[src/rtl/rat_pkg.sv]
// ----------------------------------------------------------------------------
// rat_pkg
// Types and constants shared by the rotation angle tracker.
// ----------------------------------------------------------------------------
package rat_pkg;

  localparam logic [31:0] WinLo     = 32'd10000;
  localparam logic [31:0] WinHi     = 32'd10000000;
  localparam logic [31:0] StopLimit = 32'd1000000;
  localparam logic [31:0] StepReset = 32'd256;
  localparam logic [26:0] PerReset  = 27'd67108864;
  localparam logic [26:0] PerMin    = 27'd10000;
  localparam logic [31:0] DegScale  = 32'd11930464;

  localparam logic RegLock  = 1'b0;
  localparam logic RegDrift = 1'b1;

  typedef enum logic [2:0] {
    ST_IDLE,
    ST_SORT,
    ST_DIV,
    ST_LOCK,
    ST_MUL,
    ST_OUT
  } state_e;

  typedef struct packed {
    logic        start;
    logic [32:0] dividend;
    logic [26:0] divisor;
  } div_req_t;

  typedef struct packed {
    logic        busy;
    logic        done;
    logic [32:0] quotient;
  } div_rsp_t;

endpackage

[src/rtl/rotation_angle_tracker_core.sv]
// ----------------------------------------------------------------------------
// rotation_angle_tracker_core
// Shaft angle tracker from a half-turn sync pin and a microsecond timer.
// ----------------------------------------------------------------------------
// One beat in, one beat out. A beat without an accepted sync edge shows its
// result after two 32x32 multiplies on one shared multiplier, then the output
// load. A beat with an accepted edge adds a median pass (one count-compare per
// cycle), a bit-serial divide (start, 33 quotient bits, finish) and a lock
// step. The input is not ready while a beat is in work or its result waits in
// the output register.
module rotation_angle_tracker_core #(
  parameter int HISTORY_DEPTH = 8,
  parameter int ZERO_DEGREES  = 0
) (
  input  logic        clk_i,
  input  logic        rst_ni,
  input  logic        s_axis_tvalid,
  output logic        s_axis_tready,
  input  logic [39:0] s_axis_tdata,  // tick_now[31:0], sync_in[32], zero fill
  output logic        m_axis_tvalid,
  input  logic        m_axis_tready,
  output logic [95:0] m_axis_tdata,  // angle_out[31:0], stopped[32],
                                     // period_smoothed[59:33], period_raw[91:60]
  input  logic        cfg_we_i,
  input  logic        cfg_idx_i,
  input  logic [31:0] cfg_wdata_i
);
  import rat_pkg::*;

  localparam int IW = (HISTORY_DEPTH > 1) ? $clog2(HISTORY_DEPTH) : 1;
  localparam int CW = $clog2(HISTORY_DEPTH + 1);
  localparam logic [CW-1:0] KLo = CW'((HISTORY_DEPTH - 1) / 2);
  localparam logic [CW-1:0] KHi = CW'(HISTORY_DEPTH / 2);
  localparam logic [IW-1:0] LastSlot = IW'(HISTORY_DEPTH - 1);

  state_e state_q, state_d;

  logic        lock_q;
  logic [31:0] drift_q;
  logic [31:0] edge_q, tick_q, phase_q, step_q, zoff_q, rawp_q;
  logic [26:0] smp_q;
  logic [IW-1:0] slot_q;
  logic        psync_q;
  logic [31:0] ring_q [HISTORY_DEPTH];

  logic [31:0] now_q, el_q, dt_q;
  logic        sync_q;
  logic [IW-1:0] oi_q, ii_q;
  logic [CW-1:0] lt_q;
  logic [31:0] lo_q, hi_q;
  logic        ph_q;
  logic [95:0] out_q;
  logic        ov_q;

  div_req_t dreq;
  div_rsp_t drsp;

  logic [31:0] now_w, el_w;
  logic        sync_w, edge_w, acc_w, take;
  logic [31:0] cand, other;
  logic [32:0] msum;
  logic [26:0] mper;
  logic [31:0] rate, x, err, lim, nrate;
  logic [31:0] mul_a, mul_b, prod;

  assign now_w  = s_axis_tdata[31:0];
  assign sync_w = s_axis_tdata[32];
  assign el_w   = now_w - edge_q;
  assign edge_w = sync_w != psync_q;
  assign acc_w  = edge_w && el_w > WinLo && el_w < WinHi;
  assign s_axis_tready = state_q == ST_IDLE && !ov_q;
  assign take   = s_axis_tvalid && s_axis_tready;
  assign m_axis_tvalid = ov_q;
  assign m_axis_tdata  = out_q;

  assign cand  = ring_q[oi_q];
  assign other = ring_q[ii_q];
  assign msum  = {1'b0, lo_q} + {1'b0, hi_q};
  assign mper  = (msum < {6'd0, PerMin}) ? PerMin : msum[26:0];

  assign rate  = drsp.quotient[31:0];
  assign x     = phase_q + (sync_q ? 32'd0 : 32'h80000000);
  assign err   = $signed(x ^ 32'h80000000) >>> 17;
  assign lim   = $signed(rate) / 32'sd16;
  always_comb begin
    nrate = rate;
    if (lock_q) begin
      if ($signed(err) > $signed(lim)) nrate = rate - lim;
      else if ($signed(err) < -$signed(lim)) nrate = rate + lim;
      else nrate = rate - err;
    end
  end

  assign mul_a = dt_q;
  assign mul_b = ph_q ? drift_q : step_q;
  assign prod  = mul_a * mul_b;

  always_comb begin
    dreq.start    = (state_q == ST_DIV) && !drsp.busy && !drsp.done;
    dreq.dividend = 33'h100000000;
    dreq.divisor  = mper;
  end

  always_comb begin
    state_d = state_q;
    unique case (state_q)
      ST_IDLE: if (take) state_d = acc_w ? ST_SORT : ST_MUL;
      ST_SORT: if (oi_q == LastSlot && ii_q == LastSlot) state_d = ST_DIV;
      ST_DIV:  if (drsp.done) state_d = ST_LOCK;
      ST_LOCK: state_d = ST_MUL;
      ST_MUL:  if (ph_q) state_d = ST_OUT;
      ST_OUT:  state_d = ST_IDLE;
      default: state_d = ST_IDLE;
    endcase
  end

  rat_div u_div (.clk_i, .rst_ni, .req_i(dreq), .rsp_o(drsp));

  logic cnt_lt, last_i;
  logic [CW-1:0] lt_n;
  assign cnt_lt = (other < cand) || (other == cand && ii_q < oi_q);
  assign lt_n   = lt_q + CW'(cnt_lt);
  assign last_i = ii_q == LastSlot;

  always_ff @(posedge clk_i or negedge rst_ni) begin
    if (!rst_ni) begin
      state_q <= ST_IDLE;
      lock_q  <= 1'b1;
      drift_q <= '0;
      edge_q  <= '0;
      tick_q  <= '0;
      phase_q <= '0;
      step_q  <= StepReset;
      zoff_q  <= DegScale * 32'(ZERO_DEGREES);
      rawp_q  <= '0;
      smp_q   <= PerReset;
      slot_q  <= '0;
      psync_q <= 1'b0;
      ov_q    <= 1'b0;
      ph_q    <= 1'b0;
      oi_q    <= '0;
      ii_q    <= '0;
      lt_q    <= '0;
      lo_q    <= '0;
      hi_q    <= '0;
      for (int i = 0; i < HISTORY_DEPTH; i++) ring_q[i] <= '0;
    end else begin
      state_q <= state_d;
      if (cfg_we_i) begin
        if (cfg_idx_i == RegLock) lock_q <= cfg_wdata_i[0];
        else drift_q <= cfg_wdata_i;
      end
      if (m_axis_tvalid && m_axis_tready) ov_q <= 1'b0;
      unique case (state_q)
        ST_IDLE: if (take) begin
          ph_q <= 1'b0;
          oi_q <= '0;
          ii_q <= '0;
          lt_q <= '0;
          if (edge_w) begin
            psync_q <= sync_w;
            edge_q  <= now_w;
            rawp_q  <= {el_w[30:0], 1'b0};
          end
          if (acc_w) begin
            if (slot_q == LastSlot) begin
              slot_q <= '0;
              ring_q[0] <= el_w;
            end else begin
              slot_q <= slot_q + IW'(1);
              ring_q[slot_q + IW'(1)] <= el_w;
            end
          end
        end
        ST_SORT: begin
          if (last_i) begin
            if (((ii_q != oi_q) ? lt_n : lt_q) == KLo) lo_q <= cand;
            if (((ii_q != oi_q) ? lt_n : lt_q) == KHi) hi_q <= cand;
            lt_q <= '0;
            ii_q <= '0;
            oi_q <= oi_q + IW'(1);
          end else begin
            if (ii_q != oi_q) lt_q <= lt_n;
            ii_q <= ii_q + IW'(1);
          end
        end
        ST_DIV: if (dreq.start) smp_q <= mper;
        ST_LOCK: step_q <= nrate;
        ST_MUL: begin
          ph_q <= 1'b1;
          if (!ph_q) phase_q <= phase_q + prod;
          else zoff_q <= zoff_q + prod;
        end
        ST_OUT: begin
          tick_q <= now_q;
          ov_q   <= 1'b1;
        end
        default: ;
      endcase
    end
  end

  always_ff @(posedge clk_i) begin
    if (take) begin
      now_q  <= now_w;
      el_q   <= el_w;
      sync_q <= sync_w;
      dt_q   <= now_w - tick_q;
    end
    if (state_q == ST_OUT)
      out_q <= {4'd0, rawp_q, smp_q, el_q > StopLimit, phase_q + zoff_q};
  end

  logic unused;
  assign unused = drsp.quotient[32] ^ s_axis_tdata[33] ^ (|s_axis_tdata[39:34]);

endmodule

[src/rtl/rat_div.sv]
// ----------------------------------------------------------------------------
// rat_div
// Restoring divider, one quotient bit per cycle.
// ----------------------------------------------------------------------------
module rat_div (
  input  logic              clk_i,
  input  logic              rst_ni,
  input  rat_pkg::div_req_t req_i,
  output rat_pkg::div_rsp_t rsp_o
);
  import rat_pkg::*;

  logic [32:0] quo_q, quo_d;
  logic [27:0] rem_q, rem_d;
  logic [5:0]  cnt_q, cnt_d;
  logic        busy_q, busy_d, done_q, done_d;
  logic [26:0] dvs_q, dvs_d;
  logic [27:0] trial;

  always_comb begin
    quo_d  = quo_q;
    rem_d  = rem_q;
    cnt_d  = cnt_q;
    busy_d = busy_q;
    dvs_d  = dvs_q;
    done_d = 1'b0;
    trial  = {rem_q[26:0], quo_q[32]};
    if (req_i.start) begin
      quo_d  = req_i.dividend;
      rem_d  = '0;
      dvs_d  = req_i.divisor;
      cnt_d  = 6'd33;
      busy_d = 1'b1;
    end else if (busy_q) begin
      if (trial >= {1'b0, dvs_q}) begin
        rem_d = trial - {1'b0, dvs_q};
        quo_d = {quo_q[31:0], 1'b1};
      end else begin
        rem_d = trial;
        quo_d = {quo_q[31:0], 1'b0};
      end
      cnt_d = cnt_q - 6'd1;
      if (cnt_q == 6'd1) begin
        busy_d = 1'b0;
        done_d = 1'b1;
      end
    end
  end

  always_ff @(posedge clk_i or negedge rst_ni) begin
    if (!rst_ni) begin
      busy_q <= 1'b0;
      done_q <= 1'b0;
      cnt_q  <= '0;
    end else begin
      busy_q <= busy_d;
      done_q <= done_d;
      cnt_q  <= cnt_d;
    end
  end

  always_ff @(posedge clk_i) begin
    quo_q <= quo_d;
    rem_q <= rem_d;
    dvs_q <= dvs_d;
  end

  assign rsp_o.busy     = busy_q;
  assign rsp_o.done     = done_q;
  assign rsp_o.quotient = quo_q;

endmodule

[config.mk]
export PLATFORM = sky130hd
export DESIGN_NAME = rotation_angle_tracker_core
export DESIGN_NICKNAME = d
export VERILOG_FILES = /design/src/rtl/rat_pkg.sv /design/src/rtl/rotation_angle_tracker_core.sv /design/src/rtl/rat_div.sv
export SDC_FILE = /design/constraint.sdc
export NUM_CORES = 2
export LEC_CHECK = 0
export BUFFER_PORTS_ARGS = -buffer_cell sky130_fd_sc_hd__buf_2
export CAP_MARGIN = 40
export CORE_ASPECT_RATIO = 1.1
export CORE_MARGIN = 4
export CORE_UTILIZATION = 40
export DETAILED_ROUTE_END_ITERATION = 10
export PLACE_DENSITY = 0.58
export SYNTH_ARGS = -nofsm -noshare
export SYNTH_HDL_FRONTEND = slang
export SYNTH_HIERARCHICAL = 1
export SYNTH_SLANG_ARGS = --single-unit
[constraint.sdc]
create_clock -name clk_i -period 13.5 [get_ports clk_i]
set_input_delay 2.025 -clock clk_i [delete_from_list [all_inputs] [get_ports clk_i]]
set_output_delay 2.025 -clock clk_i [all_outputs]
set_load 0.005 [all_outputs]
Word-level counts from Yosys, hierarchy flattened
Index checks and enable logic that the tools add are counted.
- flip-flop bits (word level): 873
- input port bits: 78
- output and inout bits: 98
- logic and storage cells: 177
- add/sub/neg operators: 18
- multipliers: 1
- order comparisons: 13
- equality and inequality tests: 19
- multiplexer cells: 46
- bitwise gates (word level): 8
- reductions and logical operators: 34
- operators with widths (operator ; count):
    $mux 32 ; 11
    $bwmux 256 ; 1
    $bmux 32 s3 ; 2
    $add 32x32->32 ; 5
    $sub 32x32->32 ; 4
    $demux 32 s3 ; 1
    $mux 27 ; 2
    $add 32x32->33 ; 1
    $lt 33x14->1 const B ; 1
    $add 32x1->32 ; 1
    $eq 32x32->1 ; 1
    $gt 15x32->1 ; 1
    $gt 32x14->1 const B ; 1
    $gt 32x20->1 const B ; 1
    $lt 15x32->1 ; 1
    $lt 32x24->1 const B ; 1
    $lt 32x32->1 ; 1
    $mul 32x32->32 ; 1
    $neg 32->32 ; 1
    $ge 28x27->1 ; 1
    $mux 3 ; 9
    $sub 27x27->27 ; 1
    $eq 3x3->1 const B ; 5
    $pmux 3 s5 ; 1
    other kinds (33) ; 84

Depth between registers and ports, before layout
- depth after elaboration: 11
- gate-level depth with buffers: 42
- depth with buffers taken out: 40

Cells and area by module
The synthesis kept the hierarchy.
- modules (own cells, without submodules) (module ; instances ; cells an instance ; area an instance (um2) ; sequential area each (um2)):
    rotation_angle_tracker_core ; 1 ; 6019 ; 62306.0 ; 20413.3
    rat_div ; 1 ; 529 ; 5415.2 ; 2542.4

Least setup slack after synthesis
No wires, ideal clock.
- kind: register -> register
- start: register ph_q
- end: register phase_q[31]
- arrival time: 9.913 ns
- setup slack: 3.461 ns
- stages on the path, launching flop included: 43
- path buffers: 3
- period minus slack after synthesis: 10.039 ns
- path through: dfrtp_1 -> clkbuf_1 -> buf_1 -> mux2_2 -> clkbuf_1 -> and2_1 -> fa_1 -> inv_1 -> fa_1 -> fa_1 -> fa_1 -> inv_1 -> ha_1 -> ha_1 -> fa_1 -> inv_1 -> fa_1 -> inv_1 -> [7 not listed] -> o21a_1 -> o21a_1 -> o21ai_0 -> a21oi_1 -> o21ai_0 -> nand2b_1 -> xor2_1 -> ha_1 -> o21ai_0 -> nand2b_1 -> nand4_1 -> a211oi_1 -> nor3_1 -> o41ai_1 -> a31oi_1 -> xnor3_1 -> nor2_1 -> xor2_1
- cells in the longest elaborated chain, start to end: 3
- elaborated cells on any way between the ends: 5
- RTL lines (what ; RTL line ; text):
    start, declared ; rotation_angle_tracker_core.sv:51 ; logic ph_q;
    start signal, assigned ; rotation_angle_tracker_core.sv:140 ; ph_q <= 1'b0;
    start signal, assigned ; rotation_angle_tracker_core.sv:156 ; ph_q <= 1'b0;
    start signal, assigned ; rotation_angle_tracker_core.sv:190 ; ph_q <= 1'b1;
    $mux 32 ; rotation_angle_tracker_core.sv:95 ; assign mul_b = ph_q ? drift_q : step_q;
    $mul 32x32->32 ; rotation_angle_tracker_core.sv:96 ; assign prod = mul_a * mul_b;
    $add 32x32->32 ; rotation_angle_tracker_core.sv:191 ; if (!ph_q) phase_q <= phase_q + prod;
    end signal, assigned ; rotation_angle_tracker_core.sv:191 ;
    end, declared ; rotation_angle_tracker_core.sv:40 ; logic [31:0] edge_q, tick_q, phase_q, step_q, zoff_q, rawp_q;
Parallel ways exist; a longest one is shown, timed or not.
A chain may end at the register's enable or synchronous reset.

Worst setup path after layout
Same ends and word-level chain as after synthesis.

==> out/results.ini <==
[outcome]
status=completed

[finish]
final_net_count=7624
n_fill_cell=16000
fin_area_sq_mm=0.0748
largest_register_ffs=256
regMostFlops=ring_q
seqCellArea_sq_mm=0.0230
area_growth_syn_to_layout_pct=10.4
multi_input_area_sq_mm=0.0413
drive_gt1_frac=0.148

[synthesis]
yosysWarnings=6
syn_avg_cell_area_sq_um=10.3
ys_seq_elements=873
seq_area_frac_synth=0.339
synth_cell_type_count=98
synth_top_area_frac=0.220
synth.area.top_cells=dfrtp_1, fa_1, edfxtp_1
netlist_top_cells_count=nand2_1, inv_1, dfrtp_1, ha_1, fa_1
yosysMostFrequentCell=nand2_1
async_flop_share=0.685
synth_ff_type=dfrtp_1
synth-edff-count=248
synth_top_area_cell=dfrtp_1
synth_area_sq_mm=0.0677
synth_cells=6548

[setup_path]
reg2reg_to=phase_q[31]$_DFFE_PN0P_
cp_num_cells=40
critPathKind=reg -> reg
critPathCapture=phase_q[31]$_DFFE_PN0P_
crit_family=adder cells
r2r_cells=40
worst_ep_arrival_time_ns=11.48
critPathLaunchType=flip-flop
cp_slowest_cell=o41ai_1
cp_max_fo=32
reg2reg_slack_ns=2.66
r2r_start=ph_q$_DFFE_PN0P_
cp-end-kind=flip-flop
cp.required_ns=14.14
critical-path-max-stage-delay_ns=0.64
path_buf_inv=5
path_common_cell=fa_1
critPathLaunch=ph_q$_DFFE_PN0P_

[timing]
post-route-period-util=0.803
period_needed_ns=10.84
fmax_mhz=92.2
finalSetupTns_ns=0
setup_violations=0
worst_slew_pin_slew_ns=1.06
hold_viol_final=0
relSlewSlack=0.290
grt_setup_unrepaired=false
final_max_slew_viol_count=0
skew_ns=0.0416

[global_routing]
grt_pass1_wl_um=284000
first_global_vias=49400
grt_max_degree=165
grt_util_all_layers=0.204
grt.overflow.total=0
antenna_found_initial=18

[placed_design]
place.port_buffers=163
gp_congestion=0.855
place_area_sq_mm=0.0712
dpl.hpwl_um=132000

[floorplan]
floorplan.initialDensity=0.402
die_area_sq_mm=0.176
die_h_um=440
core.rowCount=158
die_w_um=400
ios=176
design.core.area_sq_mm=0.168

[detailed_routing]
first_iter_violations=2831
antenna_left=0
drtPass1Iterations=5
num_vias=47900
vias_per_cell=5.33
wire_per_inst_um=20.0
route.detailed.drc=0
wirelength_um=179000

[cts]
cts_hold_buf=0
clkTransAtPathRegs_ns=0.07
ctsResizeCount=0
clock_latency_ns=0.75
htreeDepth=3
cts_root_buffer=clkbuf_16
clockBufferDepth=3
postCtsSetupRepairBufs=0
cts_tree=built
cts_buffers=100
clock-sinks=873

[job]
drv_cap=0

[min_path]
min_path_type=reg -> reg

==> worst min path at each step <==
stage / cells after the start / startpoint / slack (ns) / end
5_1_grt: 0 / smp_q[20]$_DFFE_PN0P_ / 0.46 / m_axis_tdata[53]$_DFFE_PP_
6_report: 0 / rawp_q[17]$_DFFE_PN0P_ / 0.44 / m_axis_tdata[77]$_DFFE_PP_
4_1_cts: 2 / now_q[25]$_DFFE_PP_ / 0.44 / tick_q[25]$_DFFE_PN0P_
2_1_floorplan: 0 / rawp_q[3]$_DFFE_PN0P_ / 0.42 / m_axis_tdata[63]$_DFFE_PP_
3_3_place_gp: 0 / rawp_q[21]$_DFFE_PN0P_ / 0.43 / m_axis_tdata[81]$_DFFE_PP_
3_5_place_dp: 0 / rawp_q[18]$_DFFE_PN0P_ / 0.43 / m_axis_tdata[78]$_DFFE_PP_
==> metrics by stage <==
stage / setup slack [ns] / hold WS [ns] / utilization / cells
final: 2.66 / 0.439 / 0.444 / 8980
after global routing: 2.20 / 0.458 / 0.444 / 8975
after CTS: 2.69 / 0.437 / 0.444 / 8971
after detailed placement: 2.74 / 0.430 / 0.423 / 8781
after global placement: 2.42 / 0.425 / 0.421 / 8760
after floorplan: 3.46 / 0.419 / - / 6584
==> routing by layer <==
metal | track usage | up-vias | wire length [um]
li1 | - | 22700 | -
met1 | 0.261 | 24100 | 77700
met2 | 0.353 | 872 | 87600
met3 | 0.0240 | 271 | 7000
met4 | 0.0784 | 4 | 7010
met5 | 0 | - | 26
==> cell usage in the layout, fill, tap and decap left out, drive strengths merged, types with 94 or more instances in the layout <==
cell type / instances
edfxtp: 248
dfrtp: 595
mux4: 128
and2: 300
ha: 486
clkbuf: 128
inv: 668
xnor2: 236
mux2: 390
a21oi: 286
nand2: 686
a21o: 94
nor2: 283
fa: 416
buf: 251
o21ai: 299
xor2: 115
==> cells by family (layout without fill, tap and decap cells) <==
kind of cell	after synthesis	in the layout	share of synthesized area
AOI/OAI and AO/OA	1067	1067	0.100
muxes	593	593	0.119
adders and majority gates	902	902	0.213
xor gates and xnor gates	352	352	0.0457
DFF	873	873	0.339
other	2	46	0.000111
and+or+nand+nor	1802	1802	0.130
buffers and inverters	957	1105	0.0540
==> worst reg2reg max path: cells and delay by family (launching register included) <==
kind	cells	cell delay (ns)
adder cells (fa/ha/maj)	10	4.42
AO/OA/AOI/OAI	13	3.09
AND/OR/NAND/NOR	8	1.36
XOR/XNOR	3	0.57
multiplexers	1	0.47
flip-flops	1	0.43
buffers and inverters	5	0.42
==> area by class of cell <==
class                      count  share of cell area
multi-input combinational   4754               0.553
sequential                   873               0.307
tap                         2240              0.0375
clock buffer                 127              0.0366
inverter                     663              0.0334
timing repair buffer         252              0.0219
clock inverter                63              0.0106
antenna                        8            0.000268
Power is not shown: default switching activity piles up to over one toggle a cycle in this logic, so the estimate is an artifact.
